--- src/sv/mtep_pkg.sv ---
// ============================================================================
// mtep_pkg: shared types and constants of the MIDI track event parser
// Parser phases, result status codes, the result record and the
// data length lookup by event kind.
// ============================================================================
package mtep_pkg;

   localparam logic [7:0] TOP_BIT     = 8'h80;
   localparam int         DELTA_WIDTH = 28;

   typedef enum logic [2:0] {
      PH_DELTA  = 3'd0,
      PH_STATUS = 3'd1,
      PH_DATA1  = 3'd2,
      PH_DATA2  = 3'd3,
      PH_SKIP   = 3'd4
   } phase_type;

   typedef enum logic [1:0] {
      ST_OK         = 2'd0,
      ST_DELTA_LONG = 2'd1,
      ST_NO_RUNNING = 2'd2
   } status_type;

   localparam logic [2:0] KIND_META = 3'd7;

   typedef struct packed {
      logic [DELTA_WIDTH-1:0] delta_ticks;
      logic [2:0]             event_kind;
      logic [3:0]             channel;
      logic [7:0]             first_data;
      logic [7:0]             second_data;
      logic [1:0]             parse_status;
   } result_type;

   // Number of data bytes that follow a status byte of the given kind
   function automatic logic [1:0] data_length(input logic [2:0] kind);
      logic [1:0] len;
      case (kind)
         3'd4, 3'd5: len = 2'd1;
         default:    len = 2'd2;
      endcase
      return len;
   endfunction

endpackage

--- src/sv/mtep_core.sv ---
// ============================================================================
// mtep_core: byte-wise track parser state
// Holds the phase, delta accumulator and running status, and forms at
// most one result per accepted byte.
// ============================================================================
module mtep_core (
   input  logic                 clock,
   input  logic                 reset,
   input  logic                 accept,
   input  logic [7:0]           track_byte,
   output logic                 res_valid,
   output mtep_pkg::result_type res
);

   mtep_pkg::phase_type phase_ff, phase_in;
   logic [mtep_pkg::DELTA_WIDTH-1:0] delta_accum_ff, delta_accum_in;
   logic [1:0] delta_count_ff, delta_count_in;
   logic [2:0] run_kind_ff, run_kind_in;
   logic [3:0] run_channel_ff, run_channel_in;
   logic [1:0] run_length_ff, run_length_in;
   logic       run_valid_ff, run_valid_in;
   logic [7:0] held_first_ff, held_first_in;
   logic [7:0] skip_left_ff, skip_left_in;
   logic [7:0] skip_dec;

   logic top_set;
   assign top_set  = (track_byte & mtep_pkg::TOP_BIT) != 8'd0;
   assign skip_dec = skip_left_ff - 8'd1;

   // Next phase
   always_comb begin
      phase_in = phase_ff;
      case (phase_ff)
         mtep_pkg::PH_STATUS: begin
            if (top_set) begin
               phase_in = mtep_pkg::PH_DATA1;
            end else if (!run_valid_ff || run_length_ff == 2'd1) begin
               phase_in = mtep_pkg::PH_DELTA;
            end else begin
               phase_in = mtep_pkg::PH_DATA2;
            end
         end
         mtep_pkg::PH_DATA1: begin
            phase_in = (run_length_ff == 2'd1) ? mtep_pkg::PH_DELTA : mtep_pkg::PH_DATA2;
         end
         mtep_pkg::PH_DATA2: begin
            if (run_kind_ff == mtep_pkg::KIND_META && track_byte != 8'd0) begin
               phase_in = mtep_pkg::PH_SKIP;
            end else begin
               phase_in = mtep_pkg::PH_DELTA;
            end
         end
         mtep_pkg::PH_SKIP: begin
            phase_in = (skip_dec == 8'd0) ? mtep_pkg::PH_DELTA : mtep_pkg::PH_SKIP;
         end
         default: begin
            if (delta_count_ff == 2'd3 && top_set) begin
               phase_in = mtep_pkg::PH_DELTA;
            end else begin
               phase_in = top_set ? mtep_pkg::PH_DELTA : mtep_pkg::PH_STATUS;
            end
         end
      endcase
   end

   // Datapath and result
   always_comb begin
      delta_accum_in = delta_accum_ff;
      delta_count_in = delta_count_ff;
      run_kind_in    = run_kind_ff;
      run_channel_in = run_channel_ff;
      run_length_in  = run_length_ff;
      run_valid_in   = run_valid_ff;
      held_first_in  = held_first_ff;
      skip_left_in   = skip_left_ff;
      res_valid      = 1'b0;
      res            = '0;
      case (phase_ff)
         mtep_pkg::PH_STATUS: begin
            if (top_set) begin
               run_kind_in    = track_byte[6:4];
               run_channel_in = track_byte[3:0];
               run_length_in  = mtep_pkg::data_length(track_byte[6:4]);
               run_valid_in   = 1'b1;
            end else if (!run_valid_ff) begin
               res_valid        = 1'b1;
               res.delta_ticks  = delta_accum_ff;
               res.first_data   = track_byte;
               res.parse_status = mtep_pkg::ST_NO_RUNNING;
               delta_accum_in   = '0;
               delta_count_in   = 2'd0;
            end else begin
               // running status: this byte is the first data byte
               held_first_in = track_byte;
               if (run_length_ff == 2'd1) begin
                  res_valid        = 1'b1;
                  res.delta_ticks  = delta_accum_ff;
                  res.event_kind   = run_kind_ff;
                  res.channel      = run_channel_ff;
                  res.first_data   = track_byte;
                  res.parse_status = mtep_pkg::ST_OK;
                  delta_accum_in   = '0;
                  delta_count_in   = 2'd0;
               end
            end
         end
         mtep_pkg::PH_DATA1: begin
            held_first_in = track_byte;
            if (run_length_ff == 2'd1) begin
               res_valid        = 1'b1;
               res.delta_ticks  = delta_accum_ff;
               res.event_kind   = run_kind_ff;
               res.channel      = run_channel_ff;
               res.first_data   = track_byte;
               res.parse_status = mtep_pkg::ST_OK;
               delta_accum_in   = '0;
               delta_count_in   = 2'd0;
            end
         end
         mtep_pkg::PH_DATA2: begin
            res_valid        = 1'b1;
            res.delta_ticks  = delta_accum_ff;
            res.event_kind   = run_kind_ff;
            res.channel      = run_channel_ff;
            res.first_data   = held_first_ff;
            res.second_data  = track_byte;
            res.parse_status = mtep_pkg::ST_OK;
            delta_accum_in   = '0;
            delta_count_in   = 2'd0;
            if (run_kind_ff == mtep_pkg::KIND_META && track_byte != 8'd0) begin
               skip_left_in = track_byte;
            end
         end
         mtep_pkg::PH_SKIP: begin
            skip_left_in = skip_dec;
            if (skip_dec == 8'd0) begin
               delta_accum_in = '0;
               delta_count_in = 2'd0;
            end
         end
         default: begin
            if (delta_count_ff == 2'd3 && top_set) begin
               res_valid        = 1'b1;
               res.parse_status = mtep_pkg::ST_DELTA_LONG;
               delta_accum_in   = '0;
               delta_count_in   = 2'd0;
            end else begin
               delta_accum_in = {delta_accum_ff[mtep_pkg::DELTA_WIDTH-8:0], track_byte[6:0]};
               delta_count_in = delta_count_ff + 2'd1;
            end
         end
      endcase
   end

   always_ff @(posedge clock) begin
      if (reset) begin
         phase_ff       <= mtep_pkg::PH_DELTA;
         delta_accum_ff <= '0;
         delta_count_ff <= 2'd0;
         run_kind_ff    <= 3'd0;
         run_channel_ff <= 4'd0;
         run_length_ff  <= 2'd0;
         run_valid_ff   <= 1'b0;
         held_first_ff  <= 8'd0;
         skip_left_ff   <= 8'd0;
      end else if (accept) begin
         phase_ff       <= phase_in;
         delta_accum_ff <= delta_accum_in;
         delta_count_ff <= delta_count_in;
         run_kind_ff    <= run_kind_in;
         run_channel_ff <= run_channel_in;
         run_length_ff  <= run_length_in;
         run_valid_ff   <= run_valid_in;
         held_first_ff  <= held_first_in;
         skip_left_ff   <= skip_left_in;
      end
   end

endmodule

--- src/sv/midi_track_event_parser_top.sv ---
// ============================================================================
// midi_track_event_parser_top: MIDI track body event parser
// Takes one track byte per transaction and returns one result per event.
// ============================================================================
// A result is registered in the output register, or in the skid while rsp_stall holds it, before it reaches rsp_.
// One byte per cycle while req_stall is low; the parser updates its state on each accepted byte.
// A two-entry output buffer (output register plus skid) keeps input
// flowing while a result waits; req_stall rises only when the skid is full.
// Reset clears the parser state (delta phase, no running status) and
// empties the output buffer.
module midi_track_event_parser_top (
   input  logic        clock,
   input  logic        reset,
   input  logic        req_valid,
   output logic        req_stall,
   input  logic [7:0]  req_track_byte,
   output logic        rsp_valid,
   input  logic        rsp_stall,
   output logic [27:0] rsp_delta_ticks,
   output logic [2:0]  rsp_event_kind,
   output logic [3:0]  rsp_channel,
   output logic [7:0]  rsp_first_data,
   output logic [7:0]  rsp_second_data,
   output logic [1:0]  rsp_parse_status
);

   logic                 accept;
   logic                 res_valid;
   mtep_pkg::result_type res;

   logic                 out_valid_ff, out_valid_in;
   mtep_pkg::result_type out_ff, out_in;
   logic                 skid_valid_ff, skid_valid_in;
   mtep_pkg::result_type skid_ff, skid_in;
   logic                 out_free;

   assign req_stall = skid_valid_ff;
   assign accept    = req_valid && !req_stall;
   assign out_free  = !out_valid_ff || !rsp_stall;

   mtep_core u_core (
      .clock      (clock),
      .reset      (reset),
      .accept     (accept),
      .track_byte (req_track_byte),
      .res_valid  (res_valid),
      .res        (res)
   );

   always_comb begin
      out_valid_in  = out_valid_ff;
      out_in        = out_ff;
      skid_valid_in = skid_valid_ff;
      skid_in       = skid_ff;
      if (skid_valid_ff) begin
         // no input taken while the skid holds a result
         if (out_free) begin
            out_valid_in  = 1'b1;
            out_in        = skid_ff;
            skid_valid_in = 1'b0;
         end
      end else if (out_free) begin
         out_valid_in = accept && res_valid;
         out_in       = res;
      end else if (accept && res_valid) begin
         skid_valid_in = 1'b1;
         skid_in       = res;
      end
   end

   always_ff @(posedge clock) begin
      if (reset) begin
         out_valid_ff  <= 1'b0;
         skid_valid_ff <= 1'b0;
      end else begin
         out_valid_ff  <= out_valid_in;
         skid_valid_ff <= skid_valid_in;
      end
   end

   always_ff @(posedge clock) begin
      out_ff  <= out_in;
      skid_ff <= skid_in;
   end

   assign rsp_valid        = out_valid_ff;
   assign rsp_delta_ticks  = out_ff.delta_ticks;
   assign rsp_event_kind   = out_ff.event_kind;
   assign rsp_channel      = out_ff.channel;
   assign rsp_first_data   = out_ff.first_data;
   assign rsp_second_data  = out_ff.second_data;
   assign rsp_parse_status = out_ff.parse_status;

endmodule

--- config.mk ---
export PLATFORM = sky130hd
export DESIGN_NAME = midi_track_event_parser_top
export DESIGN_NICKNAME = d
export VERILOG_FILES = /design/src/sv/mtep_pkg.sv /design/src/sv/mtep_core.sv /design/src/sv/midi_track_event_parser_top.sv
export SDC_FILE = /design/constraint.sdc
export NUM_CORES = 1
export LEC_CHECK = 0
export BUFFER_PORTS_ARGS = -buffer_cell sky130_fd_sc_hd__clkbuf_2
export CAP_MARGIN = 20
export CORE_MARGIN = 10
export CORE_UTILIZATION = 64
export CTS_CLUSTER_DIAMETER = 60
export DETAILED_ROUTE_END_ITERATION = 8
export PLACE_DENSITY = 0.93
export SYNTH_ARGS = -nofsm -noshare
export SYNTH_HDL_FRONTEND = slang
export SYNTH_SLANG_ARGS = --single-unit
--- constraint.sdc ---
create_clock -name clock -period 4.99 [get_ports clock]
set_clock_uncertainty 0.1 [all_clocks]
set_input_delay 0.2495 -clock clock [delete_from_list [all_inputs] [get_ports clock]]
set_output_delay 0.2495 -clock clock [all_outputs]
set_load 0.1 [all_outputs]
==> key figures <==
Clock network
  • TritonCTS sink count: 167
  • Register clock-pin slew on the reported worst setup and hold paths: 60 ps
  • Root buffer cell: clkbuf_16
  • Clk buf depth: 2
  • CTS tree: built
  • Post-CTS Setup Repair Bufs: 0
  • Insertion delay to the later sink of the worst-skew pair: 420 ps
  • Depth of the CTS H-tree: 4
  • Number of buffers inserted for hold repair after clock tree synthesis: 0
  • Resized Gates After CTS: 0
  • Number of buffers inserted during clock tree synthesis: 17

Worst setup path
  • Crit path capture type: flop
  • Cell family with most CP delay: simple AND/OR/NAND/NOR gates
  • Kind of launch point of the worst setup path: flop
  • Critical-path top delay cell: and3_2
  • Required time of the critical path: 5010 ps
  • Number of buffers and inverters on the critical path: 1
  • WP data arrival: 2870 ps
  • Type of the worst setup path: flop to flop
  • Peak per-stage delay on the critical path: 690 ps
  • Max FO, Critical Path: 28
  • Cells along the critical path: nand2b_1 > o22a_1 > o31ai_1 > and3_2 > buf_12

Finish
  • Signed area change from the synthesized netlist to the final layout: 13.4%
  • Post-layout util: 0.751
  • Proportion of layout cells with a drive suffix above 1: 0.305
  • Final net count: 638
  • # diodes: 0

Synth
  • Fraction of the yosys area taken by sequential cells: 0.603
  • Syn Inst Count: 578
  • Number of distinct library cells after synthesis: 54
  • Post-synthesis cell area: 0.00731 mm2
  • Number of register bits inferred by synthesis: 167
  • Synthesized Nets: 593
  • Average cell area after synthesis: 12.6 um2
  • Count of flip-flops with a built-in enable after synthesis: 106
  • Most frequently used flop master after synthesis: edfxtp_1
  • Number of synthesis warnings: 0
  • Share of synthesized flip-flops with an asynchronous set or reset: 0

Detailed routing
  • Iteration count of the initial detailed-routing pass: 6
  • Avg Vias per Cell: 6.25
  • Iteration-0 DRC count of the detailed router: 588
  • Remaining antenna violation count after routing: 0
  • DRT Wirelength: 15,800 um
  • Routed length per placed instance: 20.4 um
  • # DRC: 0
  • Routed vias: 4,848

Timing
  • Relative slew slack: 0.327
  • Post-route minimum period: 2850 ps
  • Maximum achievable frequency: 0.351 GHz
  • Final max-slew violation count: 0
  • Slew at the pin with the worst max-slew slack: 1000 ps
  • Period utilization: 0.571
  • Final setup violation count: 0
  • Final setup TNS: 0 ps
  • Tightest hold margin: 139 ps
  • Count of endpoints failing hold in the final timing report: 0
  • Setup repair after global routing missed its margin: no

Global routing
  • First-pass GRT wire length: 25,700 um
  • Antenna violations before repair: 0
  • Via count of the first global-routing pass: 4,916
  • Pin count of the biggest net entering global routing: 59
  • Global-route total usage across every layer: 0.196
  • Total grt overflow: 0

Pwr
  • Sw frac: 0.249
  • Part of the power in registers: 0.478
  • Total power draw: 3.16 mW
  • Clock power share: 0.426
  • P_leak: 3.15 nW
  • Cell area power density: 382 mW/mm2
  • Peak ir drop on the vdd network: 0.283 mV
  • Cell internal power dissipation: 2.38 mW
  • Fraction of power consumed by combinational cells: 0.096
  • Net switching power: 0.788 mW

Floorplanning
  • Die boundary width: 127 um
  • Starting Density: 0.663
  • Area inside the core boundary: 0.0110 mm2
  • Die area: 0.0161 mm2
  • IO Pins: 67
  • Height of the die: 127 um
  • Number of standard-cell rows in the floorplan: 38

Placement
  • Final HPWL from detailed placement: 9680 um
  • Final GP Congestion: 0.845
  • Total of buffers placed on input and output ports: 66

Flow run
  • Count of maximum capacitance violations: 0

Status
  • Run status: finished clean

Hold path
  • Worst min-delay path class: primary input to flop
-- sequential cells by signal (all words and copies together), names as in the netlist, 8 cells and up --
register / flops
u_core.delta_accum_ff: 28
rsp_second_data: 8
skid_ff: 53
rsp_first_data: 8
u_core.held_first_ff: 8
rsp_delta_ticks: 28
u_core.skip_left_ff: 8
-- logic make-up after synthesis --
logic type / Yosys count / synth area share
simple gates: 165 / 0.119
xor+xnor: 3 / 0.00360
compound gates: 120 / 0.136
buf+inv: 53 / 0.0322
mux: 67 / 0.101
fa+ha+maj: 3 / 0.00514
flops: 167 / 0.603
-- power groups by stage --
stage	sequential, mW	clock, mW	combinational [mW]
floorplan	1.68	0	0.112
global placement	1.54	0	0.294
detailed placement	1.54	0	0.301
CTS	1.51	1.35	0.303
global route	1.51	1.42	0.319
finish	1.51	1.35	0.304
-- layout by cell type (no fill, tap or decap), types with 4 or more instances in the layout --
cell | netlist | final
mux2_2 | 52 | 52
a311oi_2 | 28 | 28
edfxtp_1 | 106 | 106
mux2i_1 | 15 | 15
a22o_1 | 8 | 8
and2_1 | 45 | 45
a21oi_1 | 43 | 43
clkinv_2 | 0 | 4
buf_4 | 0 | 6
nor3_1 | 6 | 6
o21ai_0 | 15 | 15
nand2_1 | 44 | 43
inv_1 | 6 | 6
clkbuf_2 | 0 | 66
nor2_1 | 35 | 35
nand2b_1 | 7 | 7
clkbuf_16 | 0 | 17
dfxtp_1 | 61 | 60
bufinv_16 | 0 | 4
-- synth_stat cells, types with 2 or more instances --
cell type / n / area share
a22o_1: 8 / 0.0096
o21a_1: 2 / 0.0021
a21o_1: 3 / 0.0031
dfxtp_1: 61 / 0.17
nor3b_1: 2 / 0.0021
o21ai_1: 2 / 0.0014
and2_1: 45 / 0.039
edfxtp_1: 106 / 0.44
a311oi_2: 28 / 0.058
a21oi_1: 43 / 0.029
nor4b_1: 2 / 0.0024
nor3_1: 6 / 0.0041
mux2_2: 52 / 0.080
nor2_1: 35 / 0.018
nand4b_1: 2 / 0.0024
a211oi_1: 4 / 0.0041
nand2b_1: 7 / 0.0060
buf_2: 5 / 0.0034
inv_1: 6 / 0.0031
buf_1: 5 / 0.0026
nor4_1: 2 / 0.0017
xnor2_1: 2 / 0.0024
nor2b_1: 3 / 0.0026
o31ai_1: 3 / 0.0031
mux2i_1: 15 / 0.021
nand2_1: 44 / 0.023
o21ai_0: 15 / 0.010
clkbuf_1: 33 / 0.017
buf_6: 4 / 0.0062
and3b_1: 2 / 0.0024
a22oi_1: 2 / 0.0021
and3_1: 3 / 0.0026
nand3b_1: 3 / 0.0031
ha_1: 3 / 0.0051
-- cell type report --
class,count,area (um2)
Tap cell,140,175
Clock inverter,14,180
Multi-Input combinational cell,358,2680
Timing Repair Buffer,73,395
Inverter,6,22.5
Clock buffer,18,429
Fill cell,655,2740
Sequential cell,167,4410
-- per-stage QoR --
stage / cell area, um2 / worst slack (ps) / cells
CTS: 8270 / 1980 / 775
detailed placement: 7660 / 2080 / 743
floorplan: 7310 / 682 / 578
global route: 8290 / 2030 / 776
finish: 8290 / 2140 / 776
global placement: 7660 / 2260 / 743
-- per-layer routing --
metal | GRT usage | up-vias | wire length (um)
li1 | - | 2223 | -
met1 | 0.235 | 2408 | 6460
met2 | 0.327 | 178 | 8050
met3 | 0.0546 | 39 | 904
met4 | 0.0777 | 0 | 390
met5 | 0 | - | 0
-- worst register-to-register path: cells and delay by family (launching register included) --
kind | cells | cell delay (ps)
AOI/OAI and AO/OA | 2 | 620
buffers and inverters | 1 | 280
DFF | 1 | 630
and+or+nand+nor | 2 | 910
-- worst paths after layout --
check	cells after the start	from	slack, ps	endpoint
worst max-delay path	5	u_core.phase_ff[1]	2140	skid_ff[31]
worst min register to register	2	u_core.held_first_ff[7]	370	u_core.held_first_ff[7]
worst min-delay path	3	req_valid	140	req_stall
worst max register to register	5	u_core.phase_ff[1]	2140	skid_ff[31]
(Power assumes the default switching activity.)
